--- src/sv/lsnm_pkg.sv ---
package lsnm_pkg;

    localparam int TIMER_W = 16;
    localparam int CFG_W   = 16;
    localparam int SUM_W   = ((TIMER_W > CFG_W) ? TIMER_W : CFG_W) + 1;

    typedef logic [TIMER_W-1:0] t_timer;
    typedef logic [CFG_W-1:0]   t_cfg;

    localparam t_timer TMAX = {TIMER_W{1'b1}};

    localparam logic [2:0] ST_PON    = 3'd0;
    localparam logic [2:0] ST_WAIT   = 3'd1;
    localparam logic [2:0] ST_SLEEP  = 3'd2;
    localparam logic [2:0] ST_WAKE   = 3'd3;
    localparam logic [2:0] ST_OTHER  = 3'd4;
    localparam logic [2:0] ST_ACTIVE = 3'd5;

    localparam logic [1:0] ACT_NONE   = 2'd0;
    localparam logic [1:0] ACT_RUN    = 2'd1;
    localparam logic [1:0] ACT_WAKEUP = 2'd2;
    localparam logic [1:0] ACT_SLEEP  = 2'd3;

    localparam logic [1:0] BUS_SLEEP   = 2'd0;
    localparam logic [1:0] BUS_STANDBY = 2'd1;
    localparam logic [1:0] BUS_RUN     = 2'd2;

    localparam logic [1:0] REQ_WAKE   = 2'd0;
    localparam logic [1:0] REQ_SLEEP  = 2'd1;
    localparam logic [1:0] REQ_FORCED = 2'd2;

    localparam logic KIND_TICK = 1'b0;

    localparam logic [2:0] CFG_TIME_BASE   = 3'd0;
    localparam logic [2:0] CFG_STARTUP     = 3'd1;
    localparam logic [2:0] CFG_RETRY_TIME  = 3'd2;
    localparam logic [2:0] CFG_THREE_BREAK = 3'd3;
    localparam logic [2:0] CFG_SLEEP_TO    = 3'd4;
    localparam logic [2:0] CFG_DATA_IND    = 3'd5;
    localparam logic [2:0] CFG_RETRY_CNT   = 3'd6;
    localparam logic [2:0] CFG_MASTER_ERR  = 3'd7;

    localparam logic [7:0] NM_SLEEP_IND = 8'h80;
    localparam logic [7:0] NM_WAKE_IND  = 8'h40;
    localparam logic [7:0] NM_DATA_IND  = 8'h20;
    localparam logic [7:0] NM_RESP_ERR  = 8'h10;

    typedef struct packed {
        logic       kind;
        logic [1:0] bus_status;
        logic [1:0] sleep_request;
        logic       response_error_any;
    } t_in;

    typedef struct packed {
        logic [1:0] action;
        logic [7:0] nm_info;
        logic [2:0] slave_state_out;
        logic       master_error;
        logic       system_error;
    } t_out;

    function automatic t_timer f_tadd(input t_timer t, input t_cfg b);
        logic [SUM_W-1:0] s;
        s = SUM_W'(t) + SUM_W'(b);
        return (s > SUM_W'(TMAX)) ? TMAX : t_timer'(s);
    endfunction

    function automatic logic f_ge(input t_timer t, input t_cfg lim);
        return SUM_W'(t) >= SUM_W'(lim);
    endfunction

endpackage

--- src/sv/lin_slave_network_manager_core.sv ---
// Channel  Direction  Handshake        Payload
// in       input      valid / stall    t_in: kind, bus status, sleep request, response error
// out      output     valid / stall    t_out: action, NM info, state, error flags
// cfg      input      valid / ready    3-bit register index, 16-bit data
//
// One transaction per cycle is sustained while the output does not stall; each passes
// from acceptance through the input register and then the result register.
// The state update between them is a single pass of adders and compares.
// Reset restores all state and the register defaults; configuration is always ready.
// A stall on the output stops the input only once both registers are full.
module lin_slave_network_manager_core
    import lsnm_pkg::*;
(
    input  logic       i_clk,
    input  logic       i_rst_n,
    input  logic       i_in_valid,
    output logic       o_in_stall,
    input  t_in        i_in_data,
    output logic       o_out_valid,
    input  logic       i_out_stall,
    output t_out       o_out_data,
    input  logic       i_cfg_valid,
    output logic       o_cfg_ready,
    input  logic [2:0] i_cfg_index,
    input  t_cfg       i_cfg_data
);

    t_cfg       r_time_base, r_startup_lim, r_retry_time, r_break_lim;
    t_cfg       r_sleep_lim, r_data_lim, r_retry_cnt_lim;
    logic [7:0] r_me_lim;

    logic       r_in_vld, r_out_vld;
    t_in        r_in;
    t_out       r_out;

    logic [2:0] r_state, n_state;
    t_timer     r_st_tmr, n_st_tmr, r_rt_tmr, n_rt_tmr, r_bk_tmr, n_bk_tmr;
    t_timer     r_to_tmr, n_to_tmr, r_dt_tmr, n_dt_tmr;
    t_cfg       r_rt_cnt, n_rt_cnt;
    logic       r_wake_f, n_wake_f, r_data_f, n_data_f, r_me_f, n_me_f, r_se_f, n_se_f;
    logic [7:0] r_me_cnt, n_me_cnt;

    logic       adv;
    logic [1:0] act;
    logic [7:0] info;
    t_timer     to_inc, bk_inc, rt_inc;
    logic       rt_fire, rt_more, bk_done, me_set;
    logic [7:0] me_inc;

    assign adv         = r_in_vld && (!r_out_vld || !i_out_stall);
    assign o_in_stall  = r_in_vld && !adv;
    assign o_out_valid = r_out_vld;
    assign o_out_data  = r_out;
    assign o_cfg_ready = 1'b1;

    assign to_inc  = f_tadd(r_to_tmr, r_time_base);
    assign bk_inc  = f_tadd(r_bk_tmr, r_time_base);
    assign rt_inc  = f_tadd(r_rt_tmr, r_time_base);
    assign rt_fire = f_ge(rt_inc, r_retry_time);
    assign rt_more = r_rt_cnt < r_retry_cnt_lim;
    assign bk_done = f_ge(bk_inc, r_break_lim);
    assign me_inc  = (r_me_cnt == 8'hFF) ? r_me_cnt : r_me_cnt + 8'd1;
    assign me_set  = me_inc >= r_me_lim;

    always_comb begin
        n_state  = r_state;
        n_st_tmr = r_st_tmr;
        n_rt_tmr = r_rt_tmr;
        n_bk_tmr = r_bk_tmr;
        n_to_tmr = r_to_tmr;
        n_dt_tmr = r_dt_tmr;
        n_rt_cnt = r_rt_cnt;
        n_wake_f = r_wake_f;
        n_data_f = r_data_f;
        n_me_cnt = r_me_cnt;
        n_me_f   = r_me_f;
        n_se_f   = r_se_f;
        act      = ACT_NONE;

        if (r_in.kind != KIND_TICK) begin
            n_me_f = 1'b0;
        end else begin
            unique case (r_in.bus_status)
                BUS_SLEEP: begin
                    unique case (r_state)
                        ST_PON: begin
                            n_st_tmr = f_tadd(r_st_tmr, r_time_base);
                            act      = ACT_RUN;
                        end
                        ST_WAIT: begin
                            if (r_in.sleep_request == REQ_SLEEP) begin
                                n_to_tmr = to_inc;
                                if (f_ge(to_inc, r_sleep_lim)) begin
                                    n_state = ST_SLEEP;
                                end
                            end else if (r_in.sleep_request == REQ_WAKE) begin
                                act      = ACT_WAKEUP;
                                n_wake_f = 1'b1;
                                n_rt_tmr = '0;
                                n_rt_cnt = '0;
                                n_to_tmr = '0;
                                n_bk_tmr = '0;
                                n_state  = ST_WAKE;
                            end else if (r_in.sleep_request == REQ_FORCED) begin
                                n_state = ST_SLEEP;
                            end
                        end
                        ST_SLEEP: begin
                            if (r_in.sleep_request == REQ_WAKE) begin
                                act      = ACT_WAKEUP;
                                n_wake_f = 1'b1;
                                n_rt_tmr = '0;
                                n_rt_cnt = '0;
                                n_to_tmr = '0;
                                n_bk_tmr = '0;
                                n_state  = ST_WAKE;
                            end
                        end
                        ST_WAKE: begin
                            n_to_tmr = to_inc;
                            n_bk_tmr = bk_inc;
                            n_rt_tmr = rt_inc;
                            if (rt_fire) begin
                                if (rt_more) begin
                                    act      = ACT_WAKEUP;
                                    n_rt_cnt = r_rt_cnt + t_cfg'(1);
                                    n_rt_tmr = '0;
                                    n_bk_tmr = '0;
                                end else begin
                                    n_state = ST_OTHER;
                                end
                            end
                        end
                        ST_OTHER: begin
                            n_to_tmr = to_inc;
                            n_bk_tmr = bk_inc;
                            if (bk_done) begin
                                n_me_cnt = me_inc;
                                if (me_set) begin
                                    n_me_f = 1'b1;
                                end
                                n_wake_f = 1'b0;
                                n_state  = ST_WAIT;
                            end
                        end
                        default: begin
                            n_wake_f = 1'b0;
                            n_state  = ST_SLEEP;
                        end
                    endcase
                end
                BUS_STANDBY: begin
                    unique case (r_state) inside
                        ST_PON: begin
                            n_to_tmr = to_inc;
                            n_st_tmr = f_tadd(r_st_tmr, r_time_base);
                            if (f_ge(n_st_tmr, r_startup_lim)) begin
                                act     = ACT_SLEEP;
                                n_state = ST_WAIT;
                            end
                        end
                        ST_WAIT, ST_SLEEP: begin
                            n_to_tmr = '0;
                            n_bk_tmr = '0;
                            n_state  = ST_OTHER;
                        end
                        ST_WAKE: begin
                            n_to_tmr = to_inc;
                            n_bk_tmr = bk_inc;
                            n_rt_tmr = rt_inc;
                            if (rt_fire) begin
                                if (rt_more) begin
                                    act      = ACT_WAKEUP;
                                    n_rt_cnt = r_rt_cnt + t_cfg'(1);
                                    n_rt_tmr = '0;
                                    n_bk_tmr = '0;
                                end else begin
                                    n_state = ST_OTHER;
                                end
                            end
                        end
                        ST_OTHER: begin
                            n_to_tmr = to_inc;
                            n_bk_tmr = bk_inc;
                            if (bk_done) begin
                                n_me_cnt = me_inc;
                                if (me_set) begin
                                    n_me_f = 1'b1;
                                end
                                n_wake_f = 1'b0;
                                n_state  = ST_WAIT;
                                act      = ACT_SLEEP;
                            end
                        end
                        default: begin
                            n_wake_f = 1'b0;
                            n_to_tmr = '0;
                            n_bk_tmr = '0;
                            n_state  = ST_OTHER;
                        end
                    endcase
                end
                BUS_RUN: begin
                    if (r_state <= ST_OTHER) begin
                        n_me_cnt = '0;
                        n_me_f   = 1'b0;
                        n_state  = ST_ACTIVE;
                    end else if (r_state == ST_ACTIVE) begin
                        if (r_in.sleep_request == REQ_FORCED) begin
                            act      = ACT_SLEEP;
                            n_wake_f = 1'b0;
                            n_state  = ST_SLEEP;
                        end
                    end else begin
                        n_state = ST_ACTIVE;
                    end
                end
                default: begin
                    n_se_f = 1'b1;
                end
            endcase

            if (!r_data_f) begin
                n_dt_tmr = f_tadd(r_dt_tmr, r_time_base);
                if (f_ge(n_dt_tmr, r_data_lim)) begin
                    n_data_f = 1'b1;
                end
            end
        end

        info = '0;
        if (r_in.response_error_any) begin
            info = info | NM_RESP_ERR;
        end
        if (r_in.sleep_request == REQ_SLEEP) begin
            info = info | NM_SLEEP_IND;
        end
        if (n_wake_f) begin
            info = info | NM_WAKE_IND;
        end
        if (n_data_f) begin
            info = info | NM_DATA_IND;
        end
    end

    always_ff @(posedge i_clk) begin
        if (!i_rst_n) begin
            r_time_base     <= t_cfg'(10);
            r_startup_lim   <= t_cfg'(100);
            r_retry_time    <= t_cfg'(150);
            r_break_lim     <= t_cfg'(1500);
            r_sleep_lim     <= t_cfg'(4000);
            r_data_lim      <= t_cfg'(100);
            r_retry_cnt_lim <= t_cfg'(2);
            r_me_lim        <= 8'd3;
        end else if (i_cfg_valid && o_cfg_ready) begin
            unique case (i_cfg_index)
                CFG_TIME_BASE:   r_time_base     <= i_cfg_data;
                CFG_STARTUP:     r_startup_lim   <= i_cfg_data;
                CFG_RETRY_TIME:  r_retry_time    <= i_cfg_data;
                CFG_THREE_BREAK: r_break_lim     <= i_cfg_data;
                CFG_SLEEP_TO:    r_sleep_lim     <= i_cfg_data;
                CFG_DATA_IND:    r_data_lim      <= i_cfg_data;
                CFG_RETRY_CNT:   r_retry_cnt_lim <= i_cfg_data;
                CFG_MASTER_ERR:  r_me_lim        <= i_cfg_data[7:0];
            endcase
        end
    end

    always_ff @(posedge i_clk) begin
        if (!i_rst_n) begin
            r_in_vld  <= 1'b0;
            r_out_vld <= 1'b0;
            r_state   <= ST_PON;
            r_st_tmr  <= '0;
            r_rt_tmr  <= '0;
            r_bk_tmr  <= '0;
            r_to_tmr  <= '0;
            r_dt_tmr  <= '0;
            r_rt_cnt  <= '0;
            r_wake_f  <= 1'b0;
            r_data_f  <= 1'b0;
            r_me_cnt  <= '0;
            r_me_f    <= 1'b0;
            r_se_f    <= 1'b0;
        end else begin
            if (!o_in_stall) begin
                r_in_vld <= i_in_valid;
            end
            if (adv) begin
                r_out_vld <= 1'b1;
            end else if (!i_out_stall) begin
                r_out_vld <= 1'b0;
            end
            if (adv) begin
                r_state  <= n_state;
                r_st_tmr <= n_st_tmr;
                r_rt_tmr <= n_rt_tmr;
                r_bk_tmr <= n_bk_tmr;
                r_to_tmr <= n_to_tmr;
                r_dt_tmr <= n_dt_tmr;
                r_rt_cnt <= n_rt_cnt;
                r_wake_f <= n_wake_f;
                r_data_f <= n_data_f;
                r_me_cnt <= n_me_cnt;
                r_me_f   <= n_me_f;
                r_se_f   <= n_se_f;
            end
        end
    end

    always_ff @(posedge i_clk) begin
        if (!o_in_stall && i_in_valid) begin
            r_in <= i_in_data;
        end
        if (adv) begin
            r_out.action          <= act;
            r_out.nm_info         <= info;
            r_out.slave_state_out <= n_state;
            r_out.master_error    <= n_me_f;
            r_out.system_error    <= n_se_f;
        end
    end

endmodule

--- config.mk ---
export PLATFORM = sky130hd
export DESIGN_NAME = lin_slave_network_manager_core
export DESIGN_NICKNAME = d
export VERILOG_FILES = /design/src/sv/lsnm_pkg.sv /design/src/sv/lin_slave_network_manager_core.sv
export SDC_FILE = /design/constraint.sdc
export NUM_CORES = 1
export LEC_CHECK = 0
export ABC_CLOCK_PERIOD_IN_PS = 7350
export BUFFER_PORTS_ARGS = -buffer_cell sky130_fd_sc_hd__buf_2
export CAP_MARGIN = 20
export CELL_PAD_IN_SITES_DETAIL_PLACEMENT = 1
export CELL_PAD_IN_SITES_GLOBAL_PLACEMENT = 2
export CORE_ASPECT_RATIO = 1.1
export CORE_MARGIN = 3
export CORE_UTILIZATION = 43
export CTS_BUF_LIST = sky130_fd_sc_hd__clkbuf_4 sky130_fd_sc_hd__clkbuf_8
export DETAILED_ROUTE_END_ITERATION = 10
export PLACE_DENSITY_LB_ADDON = 0.08
export SYNTH_ARGS = -nofsm -noshare
export SYNTH_HDL_FRONTEND = slang
export SYNTH_SLANG_ARGS = --single-unit
--- constraint.sdc ---
create_clock -name i_clk -period 7.35 [get_ports i_clk]
set_input_delay 1.1025 -clock i_clk [delete_from_list [all_inputs] [get_ports i_clk]]
set_output_delay 1.1025 -clock i_clk [all_outputs]
set_load 0.005 [all_outputs]
-- Word level (Yosys, flattened, before mapping)
Index checks and enable logic that the tools add are counted.
- word-level logic and storage cells: 204
- output and inout port bits: 18
- register bits: 254
- bits of input ports: 30
- order comparisons: 13
- muxes and demuxes: 89
- reduce and logical (&&, ||, !) cells: 34
- add/subtract/negate cells: 7
- bitwise logic cells: 2
- eq/ne operators: 27
- operators by type and width (operator ; count):
    2-to-1 mux 16 bit ; 22
    case mux 16 bit (3 select lines) ; 4
    case mux 16 bit (2 select lines) ; 4
    adder 16 x 16 -> 17 bit ; 5
    > comparator 17 x 16 -> 1 bit, second input constant ; 5
    >= comparator 16 bit ; 5
    case mux 16 bit (4 select lines) ; 1
    2-to-1 mux 8 bit ; 5
    2-to-1 mux 3 bit ; 12
    2-to-1 mux 1 bit ; 19
    equality test 3 bit, second input constant ; 6
    2-to-1 mux 2 bit ; 9
    case mux 3 bit (3 select lines) ; 2
    AND reduction 6 bit ; 3
    adder 16 x 1 -> 16 bit, second input constant ; 1
    less-than comparator 16 bit ; 1
    case mux 8 bit (2 select lines) ; 1
    AND reduction 2 bit ; 8
    case mux 3 bit (5 select lines) ; 1
    equality test 3 x 2 -> 1 bit, second input constant ; 4
    case mux 2 bit (3 select lines) ; 2
    adder 8 x 1 -> 8 bit, second input constant ; 1
    equality test 8 bit, second input constant ; 1
    >= comparator 8 bit ; 1
    27 further kinds ; 49

-- Depth between registers and ports, before layout
Gate-level depths: netlist of the first run.
- word-level depth: 9
- mapped depth: 24
- depth with buffers taken out: 21

-- Worst setup path after synthesis of the first run
Ideal clock, no wire load.
- path type: register to register
- start: register r_time_base[1]
- end: register r_out (netlist bit o_out_data[4]), data pin
- setup time: 268 ps
- path slack: 2812 ps
- cell stages (with the launch flop): 22
- clock period less this slack: 4538 ps
- path buffers: 1
- data arrival time: 4270 ps
- data required time: 7082 ps
- path through: dfxtp_1 > inv_1 > fa_1 > nor2b_1 > o21a_1 > o21ai_1 > a21oi_1 > o21ai_2 > a211oi_1 > o21a_1 > buf_6 > nor3_1 > ha_1 > nand2b_1 > a2111oi_0 > o311ai_1 > a31oi_1 > o21a_2 > o21bai_1 > nand2_1 > a221oi_1 > nor2_1
- longest elaborated chain between the ends: 9
- elaborated cells between the ends (all ways): 25
- classes of those cells: add/sub (4); order compare (8); mux (13)
- ends and longest elaborated chain (item ; RTL line ; RTL):
    from (decl) ; lin_slave_network_manager_core.sv:28 ; t_cfg r_time_base, r_startup_lim, r_retry_time, r_break_lim;
    from (signal assigned) ; lin_slave_network_manager_core.sv:248 ; r_time_base <= t_cfg'(10);
    from (signal assigned) ; lin_slave_network_manager_core.sv:258 ; CFG_TIME_BASE: r_time_base <= i_cfg_data;
    adder 16 x 16 -> 17 bit ; lsnm_pkg.sv:65 ; s = SUM_W'(t) + SUM_W'(b);
    > comparator 17 x 16 -> 1 bit ; lsnm_pkg.sv:66 ; return (s > SUM_W'(TMAX)) ? TMAX : t_timer'(s);
    2-to-1 mux 16 bit ; lsnm_pkg.sv:66 ;
    >= comparator 16 bit ; lsnm_pkg.sv:70 ; return SUM_W'(t) >= SUM_W'(lim);
    2-to-1 mux 3 bit ; lin_slave_network_manager_core.sv:93 ; if (f_ge(to_inc, r_sleep_lim)) begin
    2-to-1 mux 3 bit ; lin_slave_network_manager_core.sv:91 ; if (r_in.sleep_request == REQ_SLEEP) begin
    case mux 3 bit (5 select lines) ; lin_slave_network_manager_core.sv:85 ; unique case (r_state)
    case mux 3 bit (3 select lines) * ; lin_slave_network_manager_core.sv:83 ; unique case (r_in.bus_status)
    2-to-1 mux 3 bit * ; lin_slave_network_manager_core.sv:80 ; if (r_in.kind != KIND_TICK) begin
    net n_state[2] ; lin_slave_network_manager_core.sv:36 ; logic [2:0] r_state, n_state;
    to (decl) ; lin_slave_network_manager_core.sv:34 ; t_out r_out;
The timed path passes the listed nets; every way through them passes the cells marked *.
A chain may end at the register's enable or synchronous reset.

-- Worst setup path after layout of the first run
Same ends and word-level chain as after synthesis.

==> results.py, run 1 <==
metrics = {
    "floorplanning": {
        "dieArea_um2": 39600,
        "io_pins": 48,
        "core_um2": 36400,
        "start_util": 0.440,
        "die_y_um": 209,
        "rows": 73,
        "die_w_um": 190,
    },
    "pwr": {
        "leakage_nw": 7.90,
        "max-vdd-ir-drop_mv": 0.148,
        "p_sw_frac": 0.275,
        "switchingPower_uw": 887,
        "p_int_mw": 2.33,
        "power.total_mw": 3.22,
        "power_frac_clock": 0.445,
        "combPwrFrac": 0.110,
        "seqPwrFrac": 0.445,
        "power_per_cell_area_nw_per_um2": 182,
    },
    "yosys": {
        "synth_simple_gate_area_frac": 0.201,
        "syn_area_um2": 16000,
        "synthXorXnorAreaFrac": 0.0361,
        "synth_seq_cells": 250,
        "ys_types": 86,
        "synth_compound_area_frac": 0.226,
        "synth_top_family_by_area": "compound AO/OA/AOI/OAI gates",
        "yosys_warnings": 0,
        "netlist_instances": 2017,
        "synth_fa_ha_area_frac": 0.151,
        "ys_seq_area_frac": 0.323,
        "synth_area_per_cell_um2": 7.95,
        "ys_async_sr_fraction": 0,
        "synthMuxAreaShare": 0.00398,
        "synth-main-ff-cell": "dfxtp_1",
        "synth_edf_count": 17,
    },
    "global_route": {
        "grt_pass1_wl_mm": 84.5,
        "grt_remaining_overflow": 0,
        "grt_max_degree": 75,
        "first_global_vias": 14900,
        "track_usage": 0.271,
        "antenna_found_initial": 3,
    },
    "cts": {
        "clk_pin_slew_ns": 0.06,
        "cts_made_buffers": 46,
        "clock-sinks": 250,
        "cts-root-buf": "clkbuf_8",
        "h-tree-depth": 2,
        "clk_latency_ns": 0.62,
        "cts_tree": "built",
        "cts-resized-gates": 0,
        "ctsHoldBuffers": 0,
        "cts_setup_buffers": 0,
        "clockBufferDepth": 3,
    },
    "cells_and_area": {
        "final_cell_mix": "nand2_1, dfxtp_1, a21oi_1, ha_1, nor2_1",
        "syn2layout_area_growth_pct": 10.1,
        "diodes": 0,
        "stdcell_area_um2": 17600,
        "final_common_cell": "nand2_1",
        "nets": 2271,
        "final_layout_size_suffix_gt1_frac": 0.0904,
    },
    "critical_path": {
        "cp-end-kind": "flop",
        "startpoint_type": "flop",
        "cp.arrival_ns": 6.07,
        "r2r_cells": 20,
        "worst-setup-path-type": "reg2reg",
        "cp_max_fo": 15,
        "cp.required_ns": 7.71,
    },
    "route": {
        "postRouteAntennaNets": 0,
        "wl_mm": 53.9,
        "vias_per_cell": 5.73,
        "num_vias": 14700,
        "drtIter0Drc": 853,
        "drc": 0,
        "wl_per_cell_um": 21.0,
        "firstDrtPassIters": 5,
    },
    "sta": {
        "rsz0062_at_grt": "no",
        "finalSetupViolCount": 0,
        "min_period_ns": 5.71,
        "max_freq_ghz": 0.175,
        "tns_ns": 0,
        "worstMarginPinSlew_ns": 1.07,
        "drv_slew": 0,
        "hold_viol_final": 0,
        "period_share": 0.777,
        "finClkSkew_ns": 0.0303,
        "slew_headroom": 0.284,
    },
    "flow_run": {
        "max-cap-violations": 0,
    },
    "hold_path": {
        "hp-class": "reg2reg",
        "whs_path_depth": 0,
    },
    "place": {
        "gp_congestion": 0.851,
        "placed_cell_area_um2": 16600,
        "io_buffers": 42,
        "dpl.hpwl_mm": 38.6,
    },
    "status": {
        "outcome": "completed",
    },
}
==> cell usage after synthesis, types with 23 or more instances <==
cell	number	area [µm²]
nand2b_1	35	219
a21o_1	53	398
nand3_1	46	230
nor2_1	147	552
inv_1	145	544
o211ai_1	45	338
xnor2_1	32	280
a22o_1	23	201
clkbuf_1	58	218
dfxtp_1	233	4660
xor2_1	34	298
a21oi_1	198	991
ha_1	185	2310
o21ai_0	79	395
nor3_1	43	215
nand2_1	333	1250
==> final timing paths <==
check	startpoint	end	slack [ns]
worst min-delay path	r_in[0]$_DFFE_PP_	o_out_data[9]$_DFFE_PP_	0.43
worst max register to register	r_time_base[1]$_SDFFE_PN1P_	o_out_data[4]$_DFFE_PP_	1.64
worst max-delay path	r_time_base[1]$_SDFFE_PN1P_	o_out_data[4]$_DFFE_PP_	1.64
worst min register to register	r_in[0]$_DFFE_PP_	o_out_data[9]$_DFFE_PP_	0.43
==> sequential cells by signal, indices dropped and copies added, names as in the netlist <==
signal,count
r_in_vld,1
r_me_lim,8
r_state,3
r_wake_f,1
r_startup_lim,16
r_st_tmr,16
r_break_lim,16
o_out_data,11
r_in,6
r_to_tmr,16
r_rt_tmr,16
r_retry_time,16
o_out_valid,1
r_me_cnt,8
r_data_lim,16
r_dt_tmr,16
r_data_f,1
r_time_base,16
r_me_f,1
r_se_f,1
r_retry_cnt_lim,16
r_sleep_lim,16
r_rt_cnt,16
r_bk_tmr,16
==> cell type report <==
cell class / instances / area [µm²]
clock inverters: 4 / 52.6
fillers: 4494 / 18800
well taps: 487 / 609
clock buffers: 73 / 905
inverters: 147 / 554
repair buffers: 68 / 404
multi-input cells: 1538 / 9950
flip-flops and latches: 250 / 5170
==> per-layer routing <==
| metal | GRT usage | up-vias | part of all wire |
|---|---|---|---|
| met5 | 0 | - | 0.00061 |
| met4 | 0.0999 | 4 | 0.036 |
| met3 | 0.0379 | 95 | 0.038 |
| met2 | 0.458 | 249 | 0.48 |
| met1 | 0.351 | 7217 | 0.45 |
| li1 | - | 7148 | - |
==> stage by stage <==
| stage | std cells | setup WS [ns] | hold slack (ns) | util |
|---|---|---|---|---|
| CTS | 2561 | 1.52 | 0.436 | 0.483 |
| floorplan | 2020 | 2.81 | 0.400 | - |
| global route | 2567 | 1.25 | 0.463 | 0.484 |
| global placement | 2483 | 1.65 | 0.402 | 0.457 |
| finish | 2567 | 1.64 | 0.432 | 0.484 |
| detailed placement | 2484 | 1.55 | 0.412 | 0.457 |
==> power by group through the flow <==
stage,registers [mW],clock network (mW),logic (mW)
after floorplan,1.45,0,0.233
after global placement,1.46,0,0.338
after detailed placement,1.46,0,0.348
after CTS,1.43,1.47,0.351
after global routing,1.44,1.53,0.393
final,1.43,1.43,0.354
==> critical path: stages (launching register included) <==
cell and delay [ns]:
dfxtp_1 0.55, inv_1 0.27, fa_1 0.51, nor2b_1 0.12, o21a_1 0.14, o21ai_1 0.10, a21oi_1 0.31, o21ai_2 0.14
a211oi_1 0.22, o21a_1 0.50, nor3_1 0.13, ha_1 0.29, nand2b_1 0.13, a2111oi_0 0.41, o311ai_1 0.16, a31oi_1 0.19
o21a_2 0.30, o21bai_1 0.28, nand2_1 0.20, a221oi_1 0.41, nor2_1 0.08
==> logic make-up (layout without fill, tap and decap cells) <==
family                     count (synthesis)  count (layout)
AOI/OAI and AO/OA                        559             559
xor gates and xnor gates                  66              66
other                                      2               5
buffers and inverters                    232             292
and+or+nand+nor                          711             711
DFF                                      250             250
adders and majority gates                191             191
muxes                                      6               6
No activity file was read; power rests on OpenSTA's default activity.
==> run 2: changes to the inputs <==
ABC_AREA = 1   (was unset)
ABC_CLOCK_PERIOD_IN_PS = 5850   (was 7350)
CORE_UTILIZATION = 38   (was 43)
clock period = 5.85 ns   (was 7.35 ns; I/O delays follow)
==> run 2 against run 1 <==
  * Clock skew up 0.0074 ns
  * Fmax up 21%
  * Sequential cell count unchanged
  * Design area up 6.4%
  * First-iteration DRC count down 8.7%
  * Synthesized area up 5.9%
  * Worst setup slack worse by 0.49 ns
  * Hold slack worse by 0.029 ns
==> results.py, run 2 <==
metrics = {
    "critical_path": {
        "r2r_slack_ns": 1.15,
        "slowest_stage": "dfxtp_1",
        "worst_path_most_repeated_cell": "a21oi_1",
        "worst-setup-path-type": "reg2reg",
        "cp.arrival_ns": 5.18,
        "cp.required_ns": 6.33,
        "cp-end-kind": "flop",
        "worst-path-buf-inv": 2,
        "cp_max_fo": 16,
        "startpoint_type": "flop",
        "cp_cell_sequence": "inv_1 > fa_1 > o31ai_1 > nand3_1 > nand3_1 > a21oi_1 > inv_1 > a21oi_1 > o21ai_0 > ha_1 > nand2_1 > o21bai_1 > nand2_1 > a21oi_1 > nand3_1 > o21ai_2 > nand3b_1 > a21oi_1",
        "cp_top_family": "compound AO/OA/AOI/OAI gates",
        "critPathMaxStageDelay_ns": 0.62,
    },
    "cells_and_area": {
        "final_util": 0.429,
        "final_layout_size_suffix_gt1_frac": 0.0801,
        "nFillCells": 5649,
        "syn2layout_area_growth_pct": 10.6,
        "final_common_cell": "nand2_1",
        "stdcell_area_um2": 18800,
        "diodes": 0,
        "final_cell_mix": "nand2_1, inv_1, a21oi_1, dfxtp_1, o21ai_0",
        "multi_input_area_um2": 10200,
        "seqCellArea_um2": 5170,
        "nets": 2705,
    },
    "status": {
        "outcome": "completed",
    },
    "yosys": {
        "netlist_instances": 2448,
        "yosys.area.top_type": "dfxtp_1",
        "syn_area_um2": 17000,
        "yosys_warnings": 0,
        "ys_types": 60,
        "synth_top_area_frac": 0.275,
        "synthTopCellsByCount": "nand2_1, inv_1, a21oi_1",
        "ys_seq_area_frac": 0.305,
        "synth-main-ff-cell": "dfxtp_1",
        "ys_async_sr_fraction": 0,
        "synth_most_common_cell": "nand2_1",
        "synth_edf_count": 17,
        "synth_area_per_cell_um2": 6.94,
        "synth_seq_cells": 250,
        "yosys-top-cells-area": "dfxtp_1, ha_1, nand2_1, a21oi_1, inv_1",
    },
    "sta": {
        "min_period_ns": 4.70,
        "tns_ns": 0,
        "slew_headroom": 0.320,
        "finClkSkew_ns": 0.0376,
        "max_freq_ghz": 0.213,
        "timing.hold.ws_ns": 0.403,
        "worstMarginPinSlew_ns": 1.02,
        "finalSetupViolCount": 0,
        "hold_viol_final": 0,
        "drv_slew": 0,
        "period_share": 0.804,
        "rsz0062_at_grt": "no",
    },
    "place": {
        "io_buffers": 42,
        "gp_congestion": 0.875,
        "dpl.hpwl_mm": 44.1,
        "placed_cell_area_um2": 17700,
    },
    "cts": {
        "cts-resized-gates": 0,
        "cts_made_buffers": 48,
        "clk_pin_slew_ns": 0.07,
        "clockBufferDepth": 3,
        "cts_tree": "built",
        "h-tree-depth": 2,
        "ctsHoldBuffers": 0,
        "cts_setup_buffers": 0,
        "clk_latency_ns": 0.65,
        "cts-root-buf": "clkbuf_8",
        "clock-sinks": 250,
    },
    "global_route": {
        "grt_max_degree": 68,
        "track_usage": 0.248,
        "grt_pass1_wl_mm": 93.7,
        "antenna_found_initial": 3,
        "grt_remaining_overflow": 0,
        "first_global_vias": 16700,
    },
    "floorplanning": {
        "die_y_um": 228,
        "io_pins": 48,
        "rows": 80,
        "start_util": 0.388,
        "dieArea_um2": 47300,
        "die_w_um": 208,
        "core_um2": 43700,
    },
    "route": {
        "postRouteAntennaNets": 0,
        "wl_mm": 59.8,
        "wl_per_cell_um": 19.3,
        "num_vias": 16400,
        "vias_per_cell": 5.30,
        "firstDrtPassIters": 5,
        "drc": 0,
        "drtIter0Drc": 779,
    },
    "hold_path": {
        "hp-class": "in2reg",
    },
    "pwr": {
        "max-vdd-ir-drop_mv": 0.187,
        "power_per_cell_area_nw_per_um2": 236,
        "power.total_mw": 4.44,
        "leakage_nw": 8.90,
    },
    "flow_run": {
        "max-cap-violations": 0,
    },
}
run 2: where the power goes:
part,internal [mW],switching (mW),leakage [nW]
clock network,1.12,0.850,0.564
logic,0.194,0.446,6.28
registers,1.78,0.0473,2.06
total,3.10,1.34,8.90
run 2: metrics by stage:
| step | setup WS [ns] | cells |
|---|---|---|
| 6_report | 1.15 | 3095 |
| 5_1_grt | 0.654 | 3095 |
| 4_1_cts | 1.13 | 3095 |
| 3_5_place_dp | 1.13 | 3009 |
| 2_1_floorplan | 2.21 | 2451 |
| 3_3_place_gp | 1.26 | 3009 |
run 2: logic make-up after synthesis:
| kind of cell | Yosys count | synth area share |
|---|---|---|
| AOI/OAI and AO/OA | 637 | 0.207 |
| other | 2 | 0.000442 |
| adders and majority gates | 190 | 0.142 |
| DFF | 250 | 0.305 |
| and+or+nand+nor | 897 | 0.220 |
| buffers and inverters | 411 | 0.0944 |
| xor gates and xnor gates | 61 | 0.0315 |
run 2: area by class of cell:
| class | instances | share of cell area |
|---|---|---|
| sequential | 250 | 0.276 |
| tap | 574 | 0.0382 |
| clock buffer | 71 | 0.0480 |
| multi-input combinational | 1790 | 0.544 |
| inverter | 337 | 0.0675 |
| clock inverter | 15 | 0.00879 |
| timing repair buffer | 58 | 0.0177 |
run 2: per-layer routing:
metal | global-route usage | up-vias | share of wire
li1 | - | 8186 | -
met1 | 0.333 | 7893 | 0.47
met3 | 0.0354 | 95 | 0.036
met2 | 0.410 | 234 | 0.46
met5 | 0 | - | 0
met4 | 0.0840 | 0 | 0.035
run 2: path summary, 6_finish.rpt:
| check | startpoint | endpoint | cells past startpoint |
|---|---|---|---|
| worst min-delay path | i_in_data[4] | r_in[4]$_DFFE_PP_ | 1 |
| worst min register to register | r_in[0]$_DFFE_PP_ | o_out_data[9]$_DFFE_PP_ | 0 |
| worst max-delay path | r_time_base[1]$_SDFFE_PN1P_ | r_me_cnt[7]$_SDFFE_PN0P_ | 18 |
| worst max register to register | r_time_base[1]$_SDFFE_PN1P_ | r_me_cnt[7]$_SDFFE_PN0P_ | 18 |
==> run 3: changes to the inputs <==
ABC_AREA = 0   (was 1)
ABC_CLOCK_PERIOD_IN_PS = 3800   (was 5850)
CORE_UTILIZATION = 36   (was 38)
clock period = 3.8 ns   (was 5.85 ns; I/O delays follow)
==> run 3 against run 2 <==
  * The run now ends with negative setup slack left
  * Utilization increased by 6.6 points
  * Global-route usage increased by 0.57 points
  * Non-clock buffer count increased by 337
  * Critical endpoint is now o_out_data[11]$_SDFFCE_PP1P_
==> results.py, run 3 (synthesized netlist as in run 1, its figures left out) <==
metrics = {
    "status": {
        "outcome": "complete, but fails checks",
        "violations": "negative setup slack",
    },
    "cts": {
        "ctsHoldBuffers": 0,
        "clk_pin_slew_ns": 0.06,
        "cts_made_buffers": 51,
        "cts_tree": "built",
        "h-tree-depth": 2,
        "clockBufferDepth": 3,
        "clock-sinks": 250,
        "clk_latency_ns": 0.65,
        "cts-root-buf": "clkbuf_8",
    },
    "cells_and_area": {
        "final_util": 0.495,
        "multi_input_area_um2": 10900,
        "diodes": 0,
        "nFillCells": 5230,
        "final_cell_mix": "nand2_1, buf_4, dfxtp_1, a21oi_1, ha_1",
        "final_layout_size_suffix_gt1_frac": 0.279,
        "seqCellArea_um2": 5180,
        "final_common_cell": "nand2_1",
        "nets": 2604,
        "syn2layout_area_growth_pct": 34.7,
    },
    "sta": {
        "finClkSkew_ns": 0.0455,
        "min_period_ns": 4.55,
        "tns_ns": -45.69,
        "max_freq_ghz": 0.220,
        "hold_viol_final": 0,
        "timing.hold.ws_ns": 0.0999,
        "drv_slew": 0,
        "rsz0062_at_grt": "yes",
        "slew_headroom": 0.426,
        "worstMarginPinSlew_ns": 0.858,
        "period_share": 1.20,
        "fin_ws_ns": -0.749,
        "finalSetupViolCount": 70,
    },
    "floorplanning": {
        "die_y_um": 227,
        "core_um2": 43600,
        "start_util": 0.367,
        "dieArea_um2": 47100,
        "die_w_um": 207,
        "rows": 80,
        "io_pins": 48,
    },
    "hold_path": {
        "hold_path_startpoint": "i_in_data[3]",
        "hp-class": "in2reg",
    },
    "critical_path": {
        "startpoint_type": "flop",
        "cp_max_fo": 4,
        "cp.required_ns": 4.13,
        "worst-setup-path-type": "reg2reg",
        "worstSetupStartpoint": "r_time_base[0]$_SDFFE_PN0P_",
        "cp-end-kind": "flop",
        "cp.arrival_ns": 4.88,
        "rr_startpoint": "r_time_base[0]$_SDFFE_PN0P_",
    },
    "route": {
        "vias_per_cell": 5.35,
        "num_vias": 16000,
        "drtIter0Drc": 767,
        "firstDrtPassIters": 5,
        "drc": 0,
        "wl_mm": 62.1,
        "wl_per_cell_um": 20.7,
        "postRouteAntennaNets": 0,
    },
    "global_route": {
        "first_global_vias": 16700,
        "antenna_found_initial": 0,
        "grt_remaining_overflow": 0,
        "grt_pass1_wl_mm": 94.6,
        "track_usage": 0.254,
        "grt_max_degree": 80,
    },
    "pwr": {
        "power.total_mw": 6.80,
        "combPwrFrac": 0.140,
        "power_per_cell_area_nw_per_um2": 315,
        "p_sw_frac": 0.283,
        "p_int_mw": 4.87,
        "switchingPower_mw": 1.93,
        "seqPwrFrac": 0.406,
        "max-vdd-ir-drop_mv": 0.277,
        "leakage_nw": 9.79,
        "power_frac_clock": 0.454,
    },
    "place": {
        "io_buffers": 42,
        "dpl.hpwl_mm": 44.5,
        "gp_congestion": 0.878,
    },
    "flow_run": {
        "max-cap-violations": 0,
    },
}
==> run 3: power groups by stage <==
stage               sequential (mW)  combinational (mW)  clock [mW]
global route                   2.77                1.03        3.29
floorplan                      2.80               0.463           0
finish                         2.76               0.952        3.08
global placement               2.81               0.827           0
detailed placement             2.82               0.850           0
CTS                            2.76               0.905        3.17
==> run 3: final timing paths <==
path                                  endpoint  slack (ns)  depth (start not counted)
hold reg to reg        o_out_data[9]$_DFFE_PP_        0.43                          0
setup / recovery  o_out_data[11]$_SDFFCE_PP1P_       -0.75                         25
hold / removal               r_in[3]$_DFFE_PP_         0.1                          1
setup reg to reg  o_out_data[11]$_SDFFCE_PP1P_       -0.75                         25
==> run 3: final cells by class <==
cell class	count	share of cell area
clock buffers	81	0.0470
clock inverters	12	0.00423
inverters	147	0.0258
multi-input cells	1539	0.505
flip-flops and latches	250	0.240
well taps	574	0.0332
repair buffers	395	0.144
==> run 3: through the flow <==
stage	std cells	cell area [µm²]	setup slack [ns]
after floorplan	2020	16200	-0.400
after global placement	2857	19100	-0.816
after detailed placement	2858	19100	-0.959
after CTS	2978	21000	-0.732
after global routing	2998	21600	-0.975
final	2998	21600	-0.749
==> run 3: worst max-delay path: stages (launching register included) <==
cell	delay, ns
dfxtp_4	0.40
buf_12	0.12
buf_6	0.09
ha_4	0.13
inv_2	0.04
fa_2	0.35
nor2b_2	0.14
o21ai_2	0.08
a21oi_2	0.17
o211ai_2	0.14
buf_4	0.16
nand2_1	0.05
nor2_1	0.06
xor2_1	0.40
nand2_4	0.10
ha_4	0.28
and4_4	0.25
buf_6	0.09
o211ai_1	0.08
nor2_1	0.17
o21ai_2	0.10
and2_4	0.16
buf_12	0.13
a21o_1	0.21
a211oi_2	0.23
o22ai_1	0.10
==> run 3: what timing repair did <==
action / 4_1_cts / 5_1_grt
setup endpoints to repair: 70 / 70
resized for setup: 119 / 76
hold endpoints to repair: 0 / 0
pin swaps: 67 / 109
cloned: 1 / 2
setup buffers: 26 / 24
==> run 3: metal layers <==
| layer | track usage | up-vias | routed length (µm) | share of wire |
|---|---|---|---|---|
| met3 | 0.0339 | 111 | 1670 | 0.027 |
| li1 | - | 7830 | - | - |
| met5 | 0 | - | 0 | 0 |
| met1 | 0.322 | 7843 | 28300 | 0.46 |
| met2 | 0.442 | 243 | 29500 | 0.48 |
| met4 | 0.0968 | 0 | 2530 | 0.041 |
